==> config.mk <==
export PLATFORM = sky130hd
export DESIGN_NAME = http_message_end_detector_core
export DESIGN_NICKNAME = d
export VERILOG_FILES = /design/src/hw/rtl/hmed_pkg.sv /design/src/hw/rtl/hmed_front.sv /design/src/hw/rtl/hmed_queue.sv /design/src/hw/rtl/hmed_back.sv /design/src/hw/rtl/http_message_end_detector_core.sv
export SDC_FILE = /design/constraint.sdc
export NUM_CORES = 1
export LEC_CHECK = 0
export BUFFER_PORTS_ARGS = -buffer_cell sky130_fd_sc_hd__buf_2
export CAP_MARGIN = 25
export CORE_MARGIN = 10
export CORE_UTILIZATION = 35
export DETAILED_ROUTE_END_ITERATION = 7
export HOLD_SLACK_MARGIN = 0.02
export SYNTH_ARGS = -nofsm -noshare
export SYNTH_HDL_FRONTEND = slang
export SYNTH_SLANG_ARGS = --single-unit
==> constraint.sdc <==
create_clock -name clk -period 11.9 [get_ports clk]
set_input_delay 2.38 -clock clk [delete_from_list [all_inputs] [get_ports clk]]
set_output_delay 2.38 -clock clk [all_outputs]
set_load 0.05 [all_outputs]
==> src/hw/rtl/hmed_pkg.sv <==
// Package for the HTTP message end detector.
// Holds payload and queue item types, character codes, phase and rule codes.
// Used by every module under hw/rtl; depends on nothing.
package hmed_pkg;

  localparam int LENGTH_BITS_DEFAULT = 32;
  localparam int KEY_LEN = 16;
  localparam int KEY_IDX_BITS = $clog2(KEY_LEN);
  localparam int QUEUE_DEPTH = 2;
  localparam int HISTORY_LEN = 8;

  localparam logic [7:0] CHAR_CR    = 8'h0D;
  localparam logic [7:0] CHAR_LF    = 8'h0A;
  localparam logic [7:0] CHAR_SPACE = 8'h20;
  localparam logic [7:0] CHAR_TAB   = 8'h09;
  localparam logic [7:0] CHAR_ZERO  = 8'h30;
  localparam logic [7:0] CHAR_NINE  = 8'h39;
  localparam logic [7:0] CHAR_LT    = 8'h3C;
  localparam logic [7:0] CHAR_GT    = 8'h3E;
  localparam logic [7:0] CHAR_SLASH = 8'h2F;
  localparam logic [7:0] CHAR_LO_H  = 8'h68;
  localparam logic [7:0] CHAR_LO_T  = 8'h74;
  localparam logic [7:0] CHAR_LO_M  = 8'h6D;
  localparam logic [7:0] CHAR_LO_L  = 8'h6C;
  localparam logic [7:0] CHAR_UP_H  = 8'h48;
  localparam logic [7:0] CHAR_UP_T  = 8'h54;
  localparam logic [7:0] CHAR_UP_M  = 8'h4D;
  localparam logic [7:0] CHAR_UP_L  = 8'h4C;

  localparam logic [1:0] PH_SEARCH = 2'd0;
  localparam logic [1:0] PH_VALUE  = 2'd1;
  localparam logic [1:0] PH_VALID  = 2'd2;
  localparam logic [1:0] PH_ERROR  = 2'd3;

  localparam logic [2:0] RULE_NONE   = 3'd0;
  localparam logic [2:0] RULE_LENGTH = 3'd1;
  localparam logic [2:0] RULE_BLANK  = 3'd2;
  localparam logic [2:0] RULE_LOWER  = 3'd3;
  localparam logic [2:0] RULE_UPPER  = 3'd4;

  localparam logic [3:0] SEEN_MAX = 4'd10;

  typedef struct packed {
    logic [7:0] data_byte;
    logic       message_start;
  } in_t;

  typedef struct packed {
    logic       complete;
    logic [2:0] end_rule;
    logic       length_error;
    logic       header_done;
  } out_t;

  typedef struct packed {
    logic [7:0]         data_byte;
    logic               message_start;
    logic               is_cr;
    logic               is_lf;
    logic               is_digit;
    logic               is_blank;
    logic [3:0]         digit;
    logic [KEY_LEN-1:0] key_hit;
  } class_t;

  function automatic logic [7:0] key_char(input logic [KEY_IDX_BITS-1:0] idx);
    logic [7:0] ch;
    unique case (idx)
      4'd0:  ch = 8'h43;
      4'd1:  ch = 8'h6F;
      4'd2:  ch = 8'h6E;
      4'd3:  ch = 8'h74;
      4'd4:  ch = 8'h65;
      4'd5:  ch = 8'h6E;
      4'd6:  ch = 8'h74;
      4'd7:  ch = 8'h2D;
      4'd8:  ch = 8'h4C;
      4'd9:  ch = 8'h65;
      4'd10: ch = 8'h6E;
      4'd11: ch = 8'h67;
      4'd12: ch = 8'h74;
      4'd13: ch = 8'h68;
      4'd14: ch = 8'h3A;
      default: ch = 8'h20;
    endcase
    return ch;
  endfunction

endpackage

==> src/hw/rtl/hmed_front.sv <==
// Front classifier of the HTTP message end detector.
// Turns one request byte into a queue item with character class flags.
// Depends on hmed_pkg.
module hmed_front (
  input  hmed_pkg::in_t    item,
  output hmed_pkg::class_t cls
);

  always_comb begin
    cls.data_byte     = item.data_byte;
    cls.message_start = item.message_start;
    cls.is_cr         = item.data_byte == hmed_pkg::CHAR_CR;
    cls.is_lf         = item.data_byte == hmed_pkg::CHAR_LF;
    cls.is_digit      = (item.data_byte >= hmed_pkg::CHAR_ZERO) &&
                        (item.data_byte <= hmed_pkg::CHAR_NINE);
    cls.is_blank      = (item.data_byte == hmed_pkg::CHAR_SPACE) ||
                        (item.data_byte == hmed_pkg::CHAR_TAB);
    cls.digit         = 4'(item.data_byte - hmed_pkg::CHAR_ZERO);
    for (int i = 0; i < hmed_pkg::KEY_LEN; i++) begin
      cls.key_hit[i] = item.data_byte ==
                       hmed_pkg::key_char(hmed_pkg::KEY_IDX_BITS'(i));
    end
  end

endmodule

==> src/hw/rtl/hmed_queue.sv <==
// Short queue between front and back of the HTTP message end detector.
// Holds classified request bytes so each side can stall on its own.
// Depends on hmed_pkg.
module hmed_queue (
  input  logic             clk,
  input  logic             rst,
  input  logic             push,
  input  hmed_pkg::class_t push_item,
  output logic             full,
  input  logic             pop,
  output logic             head_valid,
  output hmed_pkg::class_t head_item
);

  localparam int DEPTH = hmed_pkg::QUEUE_DEPTH;
  localparam int PTR_BITS = (DEPTH > 1) ? $clog2(DEPTH) : 1;
  localparam int CNT_BITS = $clog2(DEPTH + 1);

  hmed_pkg::class_t slots [DEPTH];
  logic [PTR_BITS-1:0] wr_ptr;
  logic [PTR_BITS-1:0] rd_ptr;
  logic [CNT_BITS-1:0] count;
  logic do_push;
  logic do_pop;

  assign full       = count == CNT_BITS'(DEPTH);
  assign head_valid = count != '0;
  assign head_item  = slots[rd_ptr];
  assign do_push    = push && !full;
  assign do_pop     = pop && head_valid;

  always_ff @(posedge clk) begin
    if (rst) begin
      wr_ptr <= '0;
      rd_ptr <= '0;
      count  <= '0;
    end else begin
      if (do_push) begin
        wr_ptr <= (wr_ptr == PTR_BITS'(DEPTH - 1)) ? '0 : wr_ptr + 1'b1;
      end
      if (do_pop) begin
        rd_ptr <= (rd_ptr == PTR_BITS'(DEPTH - 1)) ? '0 : rd_ptr + 1'b1;
      end
      unique case ({do_push, do_pop})
        2'b10:   count <= count + 1'b1;
        2'b01:   count <= count - 1'b1;
        default: count <= count;
      endcase
    end
  end

  always_ff @(posedge clk) begin
    if (do_push) begin
      slots[wr_ptr] <= push_item;
    end
  end

endmodule

==> src/hw/rtl/hmed_back.sv <==
// Back end of the HTTP message end detector.
// Tracks length line, blank line, body count and tails; drives the result register.
// Depends on hmed_pkg.
module hmed_back #(
  parameter int LENGTH_BITS = hmed_pkg::LENGTH_BITS_DEFAULT
) (
  input  logic             clk,
  input  logic             rst,
  input  logic             head_valid,
  input  hmed_pkg::class_t head_item,
  output logic             pop,
  output logic             out_valid,
  input  logic             out_ready,
  output hmed_pkg::out_t   out_item
);

  localparam int LB = LENGTH_BITS;
  localparam logic [LB-1:0] MAXV = '1;

  logic [3:0]                  bytes_seen, bytes_seen_next;
  logic [7:0]                  recent [hmed_pkg::HISTORY_LEN];
  logic [7:0]                  recent_cur [hmed_pkg::HISTORY_LEN];
  logic [hmed_pkg::KEY_IDX_BITS:0] key_prog, key_prog_next;
  logic [1:0]                  phase, phase_next;
  logic [LB-1:0]               length_value, length_value_next;
  logic                        digit_seen, digit_seen_next;
  logic                        digit_closed, digit_closed_next;
  logic [2:0]                  blank_prog, blank_prog_next;
  logic [LB-1:0]               body_bytes, body_bytes_next;
  hmed_pkg::out_t              result;

  logic                        start;
  logic [3:0]                  seen_c;
  logic [hmed_pkg::KEY_IDX_BITS:0] kp;
  logic [1:0]                  phase_c;
  logic [LB-1:0]               value_c;
  logic                        dseen_c;
  logic                        dclosed_c;
  logic [2:0]                  bp;
  logic [LB-1:0]               body_c;
  logic [LB+3:0]               acc;
  logic [7:0]                  c;
  logic                        tail_blank, tail_lower, tail_upper;

  assign pop = head_valid && (!out_valid || out_ready);

  always_comb begin
    start     = head_item.message_start;
    c         = head_item.data_byte;
    seen_c    = start ? '0 : bytes_seen;
    kp        = start ? '0 : key_prog;
    phase_c   = start ? hmed_pkg::PH_SEARCH : phase;
    value_c   = start ? '0 : length_value;
    dseen_c   = start ? 1'b0 : digit_seen;
    dclosed_c = start ? 1'b0 : digit_closed;
    bp        = start ? '0 : blank_prog;
    body_c    = start ? '0 : body_bytes;
    for (int i = 0; i < hmed_pkg::HISTORY_LEN; i++) begin
      recent_cur[i] = start ? 8'h00 : recent[i];
    end

    bytes_seen_next = (seen_c < hmed_pkg::SEEN_MAX) ? seen_c + 1'b1 : seen_c;

    body_bytes_next = body_c;
    blank_prog_next = bp;
    if (bp >= 3'd4) begin
      if (body_c != MAXV) begin
        body_bytes_next = body_c + 1'b1;
      end
    end else begin
      if (bp[0] == 1'b0 ? head_item.is_cr : head_item.is_lf) begin
        blank_prog_next = bp + 1'b1;
      end else begin
        blank_prog_next = head_item.is_cr ? 3'd1 : 3'd0;
      end
    end

    key_prog_next     = kp;
    phase_next        = phase_c;
    length_value_next = value_c;
    digit_seen_next   = dseen_c;
    digit_closed_next = dclosed_c;
    acc = ({4'b0, value_c} << 3) + ({4'b0, value_c} << 1) +
          (LB + 4)'(head_item.digit);
    unique case (phase_c)
      hmed_pkg::PH_SEARCH: begin
        if (kp[hmed_pkg::KEY_IDX_BITS]) begin
          kp = '0;
        end
        if (head_item.key_hit[kp[hmed_pkg::KEY_IDX_BITS-1:0]]) begin
          key_prog_next = kp + 1'b1;
        end else begin
          key_prog_next = head_item.key_hit[0] ? (hmed_pkg::KEY_IDX_BITS + 1)'(1) : '0;
        end
        if (key_prog_next == (hmed_pkg::KEY_IDX_BITS + 1)'(hmed_pkg::KEY_LEN)) begin
          phase_next        = hmed_pkg::PH_VALUE;
          length_value_next = '0;
          digit_seen_next   = 1'b0;
          digit_closed_next = 1'b0;
        end
      end
      hmed_pkg::PH_VALUE: begin
        if (recent_cur[0] == hmed_pkg::CHAR_CR && head_item.is_lf) begin
          phase_next = dseen_c ? hmed_pkg::PH_VALID : hmed_pkg::PH_ERROR;
        end else if (!dclosed_c) begin
          priority if (head_item.is_digit) begin
            length_value_next = (acc[LB+3:LB] != 4'd0) ? MAXV : acc[LB-1:0];
            digit_seen_next   = 1'b1;
          end else if (!dseen_c && head_item.is_blank) begin
            digit_closed_next = 1'b0;
          end else begin
            digit_closed_next = 1'b1;
          end
        end
      end
      default: begin
        phase_next = phase_c;
      end
    endcase

    tail_blank = head_item.is_lf && recent_cur[0] == hmed_pkg::CHAR_CR &&
                 recent_cur[1] == hmed_pkg::CHAR_LF && recent_cur[2] == hmed_pkg::CHAR_CR;
    tail_lower = c == hmed_pkg::CHAR_GT && recent_cur[0] == hmed_pkg::CHAR_LO_L &&
                 recent_cur[1] == hmed_pkg::CHAR_LO_M && recent_cur[2] == hmed_pkg::CHAR_LO_T &&
                 recent_cur[3] == hmed_pkg::CHAR_LO_H && recent_cur[4] == hmed_pkg::CHAR_SLASH &&
                 recent_cur[5] == hmed_pkg::CHAR_LT;
    tail_upper = head_item.is_lf && recent_cur[0] == hmed_pkg::CHAR_CR &&
                 recent_cur[1] == hmed_pkg::CHAR_GT && recent_cur[2] == hmed_pkg::CHAR_UP_L &&
                 recent_cur[3] == hmed_pkg::CHAR_UP_M && recent_cur[4] == hmed_pkg::CHAR_UP_T &&
                 recent_cur[5] == hmed_pkg::CHAR_UP_H && recent_cur[6] == hmed_pkg::CHAR_SLASH &&
                 recent_cur[7] == hmed_pkg::CHAR_LT;

    priority if (phase_next == hmed_pkg::PH_VALID && blank_prog_next >= 3'd4 &&
                 body_bytes_next >= length_value_next) begin
      result.end_rule = hmed_pkg::RULE_LENGTH;
    end else if (bytes_seen_next > 4'd4 && tail_blank) begin
      result.end_rule = hmed_pkg::RULE_BLANK;
    end else if (bytes_seen_next > 4'd7 && tail_lower) begin
      result.end_rule = hmed_pkg::RULE_LOWER;
    end else if (bytes_seen_next > 4'd9 && tail_upper) begin
      result.end_rule = hmed_pkg::RULE_UPPER;
    end else begin
      result.end_rule = hmed_pkg::RULE_NONE;
    end
    result.complete     = result.end_rule != hmed_pkg::RULE_NONE;
    result.length_error = phase_next == hmed_pkg::PH_ERROR;
    result.header_done  = blank_prog_next >= 3'd4;
  end

  always_ff @(posedge clk) begin
    if (rst) begin
      bytes_seen   <= '0;
      key_prog     <= '0;
      phase        <= hmed_pkg::PH_SEARCH;
      length_value <= '0;
      digit_seen   <= 1'b0;
      digit_closed <= 1'b0;
      blank_prog   <= '0;
      body_bytes   <= '0;
      for (int i = 0; i < hmed_pkg::HISTORY_LEN; i++) begin
        recent[i] <= 8'h00;
      end
    end else if (pop) begin
      bytes_seen   <= bytes_seen_next;
      key_prog     <= key_prog_next;
      phase        <= phase_next;
      length_value <= length_value_next;
      digit_seen   <= digit_seen_next;
      digit_closed <= digit_closed_next;
      blank_prog   <= blank_prog_next;
      body_bytes   <= body_bytes_next;
      recent[0]    <= c;
      for (int i = 1; i < hmed_pkg::HISTORY_LEN; i++) begin
        recent[i] <= recent_cur[i-1];
      end
    end
  end

  always_ff @(posedge clk) begin
    if (rst) begin
      out_valid <= 1'b0;
    end else if (pop) begin
      out_valid <= 1'b1;
    end else if (out_ready) begin
      out_valid <= 1'b0;
    end
  end

  always_ff @(posedge clk) begin
    if (pop) begin
      out_item <= result;
    end
  end

endmodule

==> src/hw/rtl/http_message_end_detector_core.sv <==
// Top level of the HTTP message end detector.
// Wires the front classifier, the classified-byte queue and the back end.
// Depends on hmed_pkg, hmed_front, hmed_queue and hmed_back.
//
// Usage:
//   Input channel in_valid/in_ready/in_item carries one message byte per
//   request; set message_start on the first byte of each message to clear
//   all tracking before that byte is taken.
//   Output channel out_valid/out_ready/out_item carries one result per byte:
//   complete, end_rule, length_error and header_done for the message so far.
//   An accepted byte is registered in the queue and, when the output register
//   is free, its result is registered in the output register.
//   Throughput: one byte per cycle unless a result waits with out_ready low;
//   each byte updates key matcher, decimal accumulate, body counter, tails.
//   Reset clears the queue, the output valid flag and all message tracking.
//   A stalled receiver holds the result register; the two-entry queue keeps
//   taking bytes until full, then in_ready drops until the receiver drains.
module http_message_end_detector_core #(
  parameter int LENGTH_BITS = hmed_pkg::LENGTH_BITS_DEFAULT
) (
  input  logic           clk,
  input  logic           rst,
  input  logic           in_valid,
  output logic           in_ready,
  input  hmed_pkg::in_t  in_item,
  output logic           out_valid,
  input  logic           out_ready,
  output hmed_pkg::out_t out_item
);

  hmed_pkg::class_t cls;
  hmed_pkg::class_t head_item;
  logic             full;
  logic             head_valid;
  logic             pop;

  assign in_ready = !full;

  hmed_front u_front (
    .item (in_item),
    .cls  (cls)
  );

  hmed_queue u_queue (
    .clk        (clk),
    .rst        (rst),
    .push       (in_valid),
    .push_item  (cls),
    .full       (full),
    .pop        (pop),
    .head_valid (head_valid),
    .head_item  (head_item)
  );

  hmed_back #(
    .LENGTH_BITS (LENGTH_BITS)
  ) u_back (
    .clk        (clk),
    .rst        (rst),
    .head_valid (head_valid),
    .head_item  (head_item),
    .pop        (pop),
    .out_valid  (out_valid),
    .out_ready  (out_ready),
    .out_item   (out_item)
  );

endmodule

==> results of run 1 <==
## worst max-delay path, delay by kind of cell, from the launching register on
kind / cells / cell delay [ns]
AOI/OAI and AO/OA: 15 / 2.76
xor gates and xnor gates: 1 / 0.13
adders and majority gates: 3 / 0.86
buffers and inverters: 3 / 0.91
DFF: 1 / 0.30
muxes: 1 / 0.31
and+or+nand+nor: 6 / 1.88
## stage by stage
step | utilization, % | hold WS (ns) | power (mW) | setup slack (ns)
final | 39.0 | 0.468 | 2.36 | 4.43
after global routing | 39.0 | 0.487 | 2.49 | 3.90
after CTS | 39.0 | 0.461 | 2.38 | 4.47
after detailed placement | 37.1 | 0.455 | 1.69 | 4.55
after global placement | 37.0 | 0.438 | 1.68 | 4.55
after floorplan | - | 0.427 | 1.46 | 4.86
## sequential cells by signal, indices dropped and copies added (netlist names), named ones only
name,flops
u_back.digit_seen,1
u_back.phase,2
u_queue.count,2
u_back.digit_closed,1
u_queue.slots,48
u_back.length_value,32
u_back.out_item,6
u_back.blank_prog,3
u_back.bytes_seen,4
u_queue.wr_ptr,1
u_back.recent,64
u_back.key_prog,5
u_queue.rd_ptr,1
u_back.out_valid,1
u_back.body_bytes,32
## path summary, 6_finish.rpt
| kind | startpoint | endpoint | depth (start not counted) | slack, ns |
|---|---|---|---|---|
| hold reg to reg | u_back.blank_prog[1] | u_back.blank_prog[1] | 2 | 0.47 |
| hold / removal | u_back.blank_prog[1] | u_back.blank_prog[1] | 2 | 0.47 |
| setup / recovery | register | u_back.out_item[5] | 29 | 4.43 |
| setup reg to reg | register | u_back.out_item[5] | 29 | 4.43 |
## power by group through the flow
stage	Combinational [mW]	Clock, mW	Sequential (mW)
finish	0.701	0.680	0.981
global route	0.769	0.726	0.996
CTS	0.701	0.695	0.982
detailed placement	0.698	0	0.996
global placement	0.688	0	0.994
floorplan	0.464	0	0.993
## logic make-up (layout without fill, tap and decap cells)
| family | after synthesis | in the layout | synth area share (%) |
|---|---|---|---|
| flops | 204 | 204 | 39.3 |
| simple gates | 601 | 601 | 23.4 |
| xor+xnor | 64 | 64 | 4.32 |
| mux | 22 | 22 | 1.94 |
| fa+ha+maj | 102 | 102 | 9.57 |
| buf+inv | 110 | 112 | 3.28 |
| compound gates | 391 | 391 | 18.2 |
## metal layers
layer  track usage [%]  share of wire (%)  up-vias
li1                  -                  -     5509
met1              20.5                 47     5375
met2              24.7                 46      287
met3              1.59                4.6       50
met4              3.57                2.1        0
met5                 0                  0        -
## final cells by class
class / instances / area [µm²] / area share, %
multi-input combinational: 1180 / 7730 / 52.5
sequential: 204 / 5270 / 35.8
inverter: 34 / 128 / 0.867
tap: 511 / 639 / 4.34
clock buffer: 27 / 569 / 3.87
clock inverter: 13 / 140 / 0.952
timing repair buffer: 38 / 255 / 1.73
## layout by cell type (no fill, tap or decap), types with 17 or more instances in the layout
cell,count
nand2_1,165
a21oi_1,160
edfxtp_1,118
nor2_1,114
ha_1,101
dfxtp_1,86
o21ai_0,60
and2_1,58
and3_1,50
nand3_1,40
xor2_1,34
inv_1,32
nor3_1,31
a21o_1,31
xnor2_1,29
nand4_1,24
clkbuf_16,22
nand2b_1,20
buf_2,20
a31oi_1,18
buf_4,17
==> flow_summary.ini, run 1 <==
[logic_synthesis]
synthCells = 1494
synth_ff_type = edfxtp_1
yosys-top-cells-count = nand2_1 (165), a21oi_1 (160), edfxtp_1 (118)
synth_top_area_share_pct = 26.4
synth.most_common_cell = nand2_1
syn_nets = 1609
async_flop_share_pct = 0
ys_seq_area_share_pct = 39.3
yosysUniqueCellTypes = 83
synth-edff-count = 118
ys_ff_latch = 204
yosys-top-cells-area = edfxtp_1 (26%), dfxtp_1 (13%), ha_1 (9.4%)
syn_area_mm2 = 0.0134
ys_warn_count = 0
syn_avg_cell_area_um2 = 8.98
yosysTopAreaCell = edfxtp_1

[min_path]
min_path_type = reg2reg

[layout]
fin_cells = 2007
final_nets = 1595
fillers = 3742
antenna-diode-count = 0
area_delta_synth_final_pct = 9.80
layout-drive-gt1-share_pct = 6.62
fin_area_mm2 = 0.0147

[die]
fp.dieW_um = 216
rows = 71
ios = 21
initial_core_util_pct = 35.5
core_mm2 = 0.0378
die_area_mm2 = 0.0465
die_y_um = 216

[global_routing]
grt_overflow = 0
grt_util_all_layers_pct = 15.0
grt_pass1_vias = 10800
grt_start_max_net_pins = 80
grt_pass1_wl_mm = 58.0
antenna_found_initial = 0

[place]
globalplace.congestion = 0.890
dpl_cell_area_mm2 = 0.0140
placedCellCount = 1967
dpl.hpwl_mm = 26.0
io_buffers = 20

[power_and_ir_drop]
pwr-share-clk_pct = 28.8
pwr-share-comb_pct = 29.7
switching_share_pct = 37.0
leakagePower_nw = 5.75
intPower_mw = 1.49
powerDensity_mw_per_mm2 = 160
share_seq_of_total_power_pct = 41.5
vdd.ir_drop.worst_uv = 142
p_switching_uw = 873

[timing]
fin_worst_skew_ns = 0.0322
hold_viol = 0
clock.fmax_mhz = 134
rsz0062_at_grt = no
worst_pin_slew_ns = 0.946
tns_ns = 0
min_period_ns = 7.47
slew-limit-headroom_pct = 36.4
setup_viol = 0
period_share_pct = 62.7
maxSlewViolCount = 0

[drt]
post_drt_wl_per_cell_um = 18.0
vias = 11200
via_per_inst = 5.59
wl_mm = 36.1
antenna_left = 0
first_pass_iters = 5
drc = 0
drt-initial-drc-count = 1042

[cts]
cts.path.max_buffers = 3
post_cts_buffers = 0
numCtsBuffers = 22
cts_tree = built
numClockSinks = 204
ctsHtreeMaxLevel = 1
cts_resized = 0
root_buffer = clkbuf_16
clkTransAtPathRegs_ns = 0.06
ctsHoldBuffers = 0
clk_latency_ns = 0.54

[worst_setup_path]
cp.required_ns = 12.15
critPathMaxStageDelay_ns = 0.74
start_kind = register
cp-end-kind = register
path_class = reg2reg
path_max_fanout = 39
worstPathArrival_ns = 7.71
slowest_stage = or4b_1

[job]
drv_cap = 0

[run_status]
status = finished, final reports clean
No activity file was read; power rests on OpenSTA's default activity.
==> inputs of run 2 (changes only) <==
ABC_AREA = 1   (was default)
clock period = 7.05 ns   (was 11.9 ns; I/O delays follow)
==> flow_summary.ini, run 2 <==
[drt]
via_per_inst = 5.00
antenna_left = 0
post_drt_wl_per_cell_um = 15.3
vias = 13600
drc = 0
drt-initial-drc-count = 1170
first_pass_iters = 5
wl_mm = 41.7

[worst_setup_path]
path_max_fanout = 36
path_class = reg2reg
r2r_cells = 38
reg2reg_slack_ns = 0.83
cp_common_cell = nand2_1
r2r-end = u_back.out_item[3]
start_kind = register
cp.required_ns = 7.35
cp-end-kind = register
critPathMaxStageDelay_ns = 0.64
worstPathArrival_ns = 6.52
slowest_stage = dfxtp_1

[logic_synthesis]
synthCells = 2171
yosysTopAreaCell = edfxtp_1
yosys-top-cells-count = nand2_1 (684), inv_1 (319), nor2_1 (233)
synth-edff-count = 118
synth_top_family_by_area = simple AND/OR/NAND/NOR gates
synth_top_area_share_pct = 23.8
ys_seq_area_share_pct = 35.4
syn_avg_cell_area_um2 = 6.85
yosysUniqueCellTypes = 52
ys_warn_count = 0
ys_ff_latch = 204
syn_nets = 2286
synth.most_common_cell = nand2_1
yosys-top-cells-area = edfxtp_1 (24%), nand2_1 (17%), dfxtp_1 (12%)
synth-simple-area-share_pct = 34.8
synth_compound_area_share_pct = 7.80
muxShareOfSynthArea_pct = 0.135
synth_ff_type = edfxtp_1
syn_area_mm2 = 0.0149
synthAdderAreaFrac_pct = 8.63
async_flop_share_pct = 0
synth-xor-area-share_pct = 2.94

[global_routing]
grt_util_all_layers_pct = 16.0
grt_overflow = 0
grt_pass1_wl_mm = 67.0
grt_start_max_net_pins = 82
antenna_found_initial = 0
grt_pass1_vias = 12900

[min_path]
min-delay-start = u_back.length_value[15]
min_delay_worst_endpoint = u_back.length_value[15]
hold_depth = 2
min_path_type = reg2reg

[cts]
clk_latency_ns = 0.55
cts_tree = built
numClockSinks = 204
ctsHoldBuffers = 0
cts_resized = 0
ctsHtreeMaxLevel = 1
root_buffer = clkbuf_16
clkTransAtPathRegs_ns = 0.06
cts.path.max_buffers = 3
post_cts_buffers = 0
numCtsBuffers = 24

[timing]
setup_viol = 0
period_share_pct = 88.2
fin_worst_skew_ns = 0.0304
clock.fmax_mhz = 161
min_period_ns = 6.22
slew-limit-headroom_pct = 32.4
worst_pin_slew_ns = 1.01
tns_ns = 0
hold_ws_ns = 0.456
maxSlewViolCount = 0
rsz0062_at_grt = no
hold_viol = 0

[place]
dpl.hpwl_mm = 31.0
globalplace.congestion = 0.933
io_buffers = 20
dpl_cell_area_mm2 = 0.0155

[layout]
reg_top3 = u_back.recent (64), u_queue.slots (48)
layout-drive-gt1-share_pct = 6.08
area_delta_synth_final_pct = 9.38
largest_reg_flops = 64
final_nets = 2284
final_cell_mix = nand2_1 (684), inv_1 (318), nor2_1 (229)
top_register = u_back.recent
antenna-diode-count = 0
final_common_cell = nand2_1
fin_area_mm2 = 0.0163

[die]
fp.dieW_um = 226
ios = 21
core_mm2 = 0.0420
rows = 75
initial_core_util_pct = 35.4
die_y_um = 226
die_area_mm2 = 0.0512

[run_status]
status = finished, final reports clean

[job]
drv_cap = 0

[power_and_ir_drop]
leakagePower_nw = 7.92
powerDensity_mw_per_mm2 = 246
vdd.ir_drop.worst_uv = 187
## run 2: where the power goes
group / internal [mW] / total, mW / switching, mW
registers: 1.53 / 1.64 / 0.108
clock network: 0.748 / 1.25 / 0.502
logic: 0.254 / 1.12 / 0.866
## run 2: kinds of logic after synthesis
kind of cell,Yosys count
muxes,2
buffers and inverters,389
DFF,204
adders and majority gates,102
and+or+nand+nor,1215
AOI/OAI and AO/OA,209
xor gates and xnor gates,50
## run 2: layout make-up
type | instances | area (µm²)
fillers | 4361 | 25800
multi-input cells | 1578 | 8100
inverters | 326 | 1220
well taps | 539 | 674
clock buffers | 32 | 641
flip-flops and latches | 204 | 5270
repair buffers | 35 | 228
clock inverters | 12 | 143
## run 2: routing by layer
layer	track usage, %	up-vias	share of wire, %
met4	3.81	0	2.0
met5	0	-	0
li1	-	6998	-
met2	26.4	312	46
met1	21.8	6261	48
met3	2.02	57	4.6
## run 2: worst max-delay path by stage
stage | startpoint | to | slack (ns) | depth (start not counted)
6_report | register | u_back.out_item[3] | 0.83 | 38
5_1_grt | register | u_back.out_item[4] | 0.22 | 38
4_1_cts | register | u_back.out_item[4] | 0.46 | 37
3_5_place_dp | register | u_back.out_item[4] | 0.43 | 37
3_3_place_gp | register | u_back.out_item[3] | 0.67 | 37
2_1_floorplan | register | u_back.out_item[4] | 1.80 | 42
## run 2: through the flow
step / worst slack, ns / util (%) / instances / total power, mW
floorplan: 1.80 / - / 2171 / 2.46
finish: 0.832 / 38.7 / 2726 / 4.01
global placement: 0.674 / 36.8 / 2680 / 2.76
CTS: 0.458 / 38.7 / 2725 / 4.04
global route: 0.219 / 38.7 / 2726 / 4.22
detailed placement: 0.430 / 36.8 / 2681 / 2.78
## run 2: worst max-delay path, delay by kind of cell (launching register included)
kind	cells	cell delay, ns
adders and majority gates	4	1.00
buffers and inverters	8	1.05
DFF	1	0.64
and+or+nand+nor	26	3.27
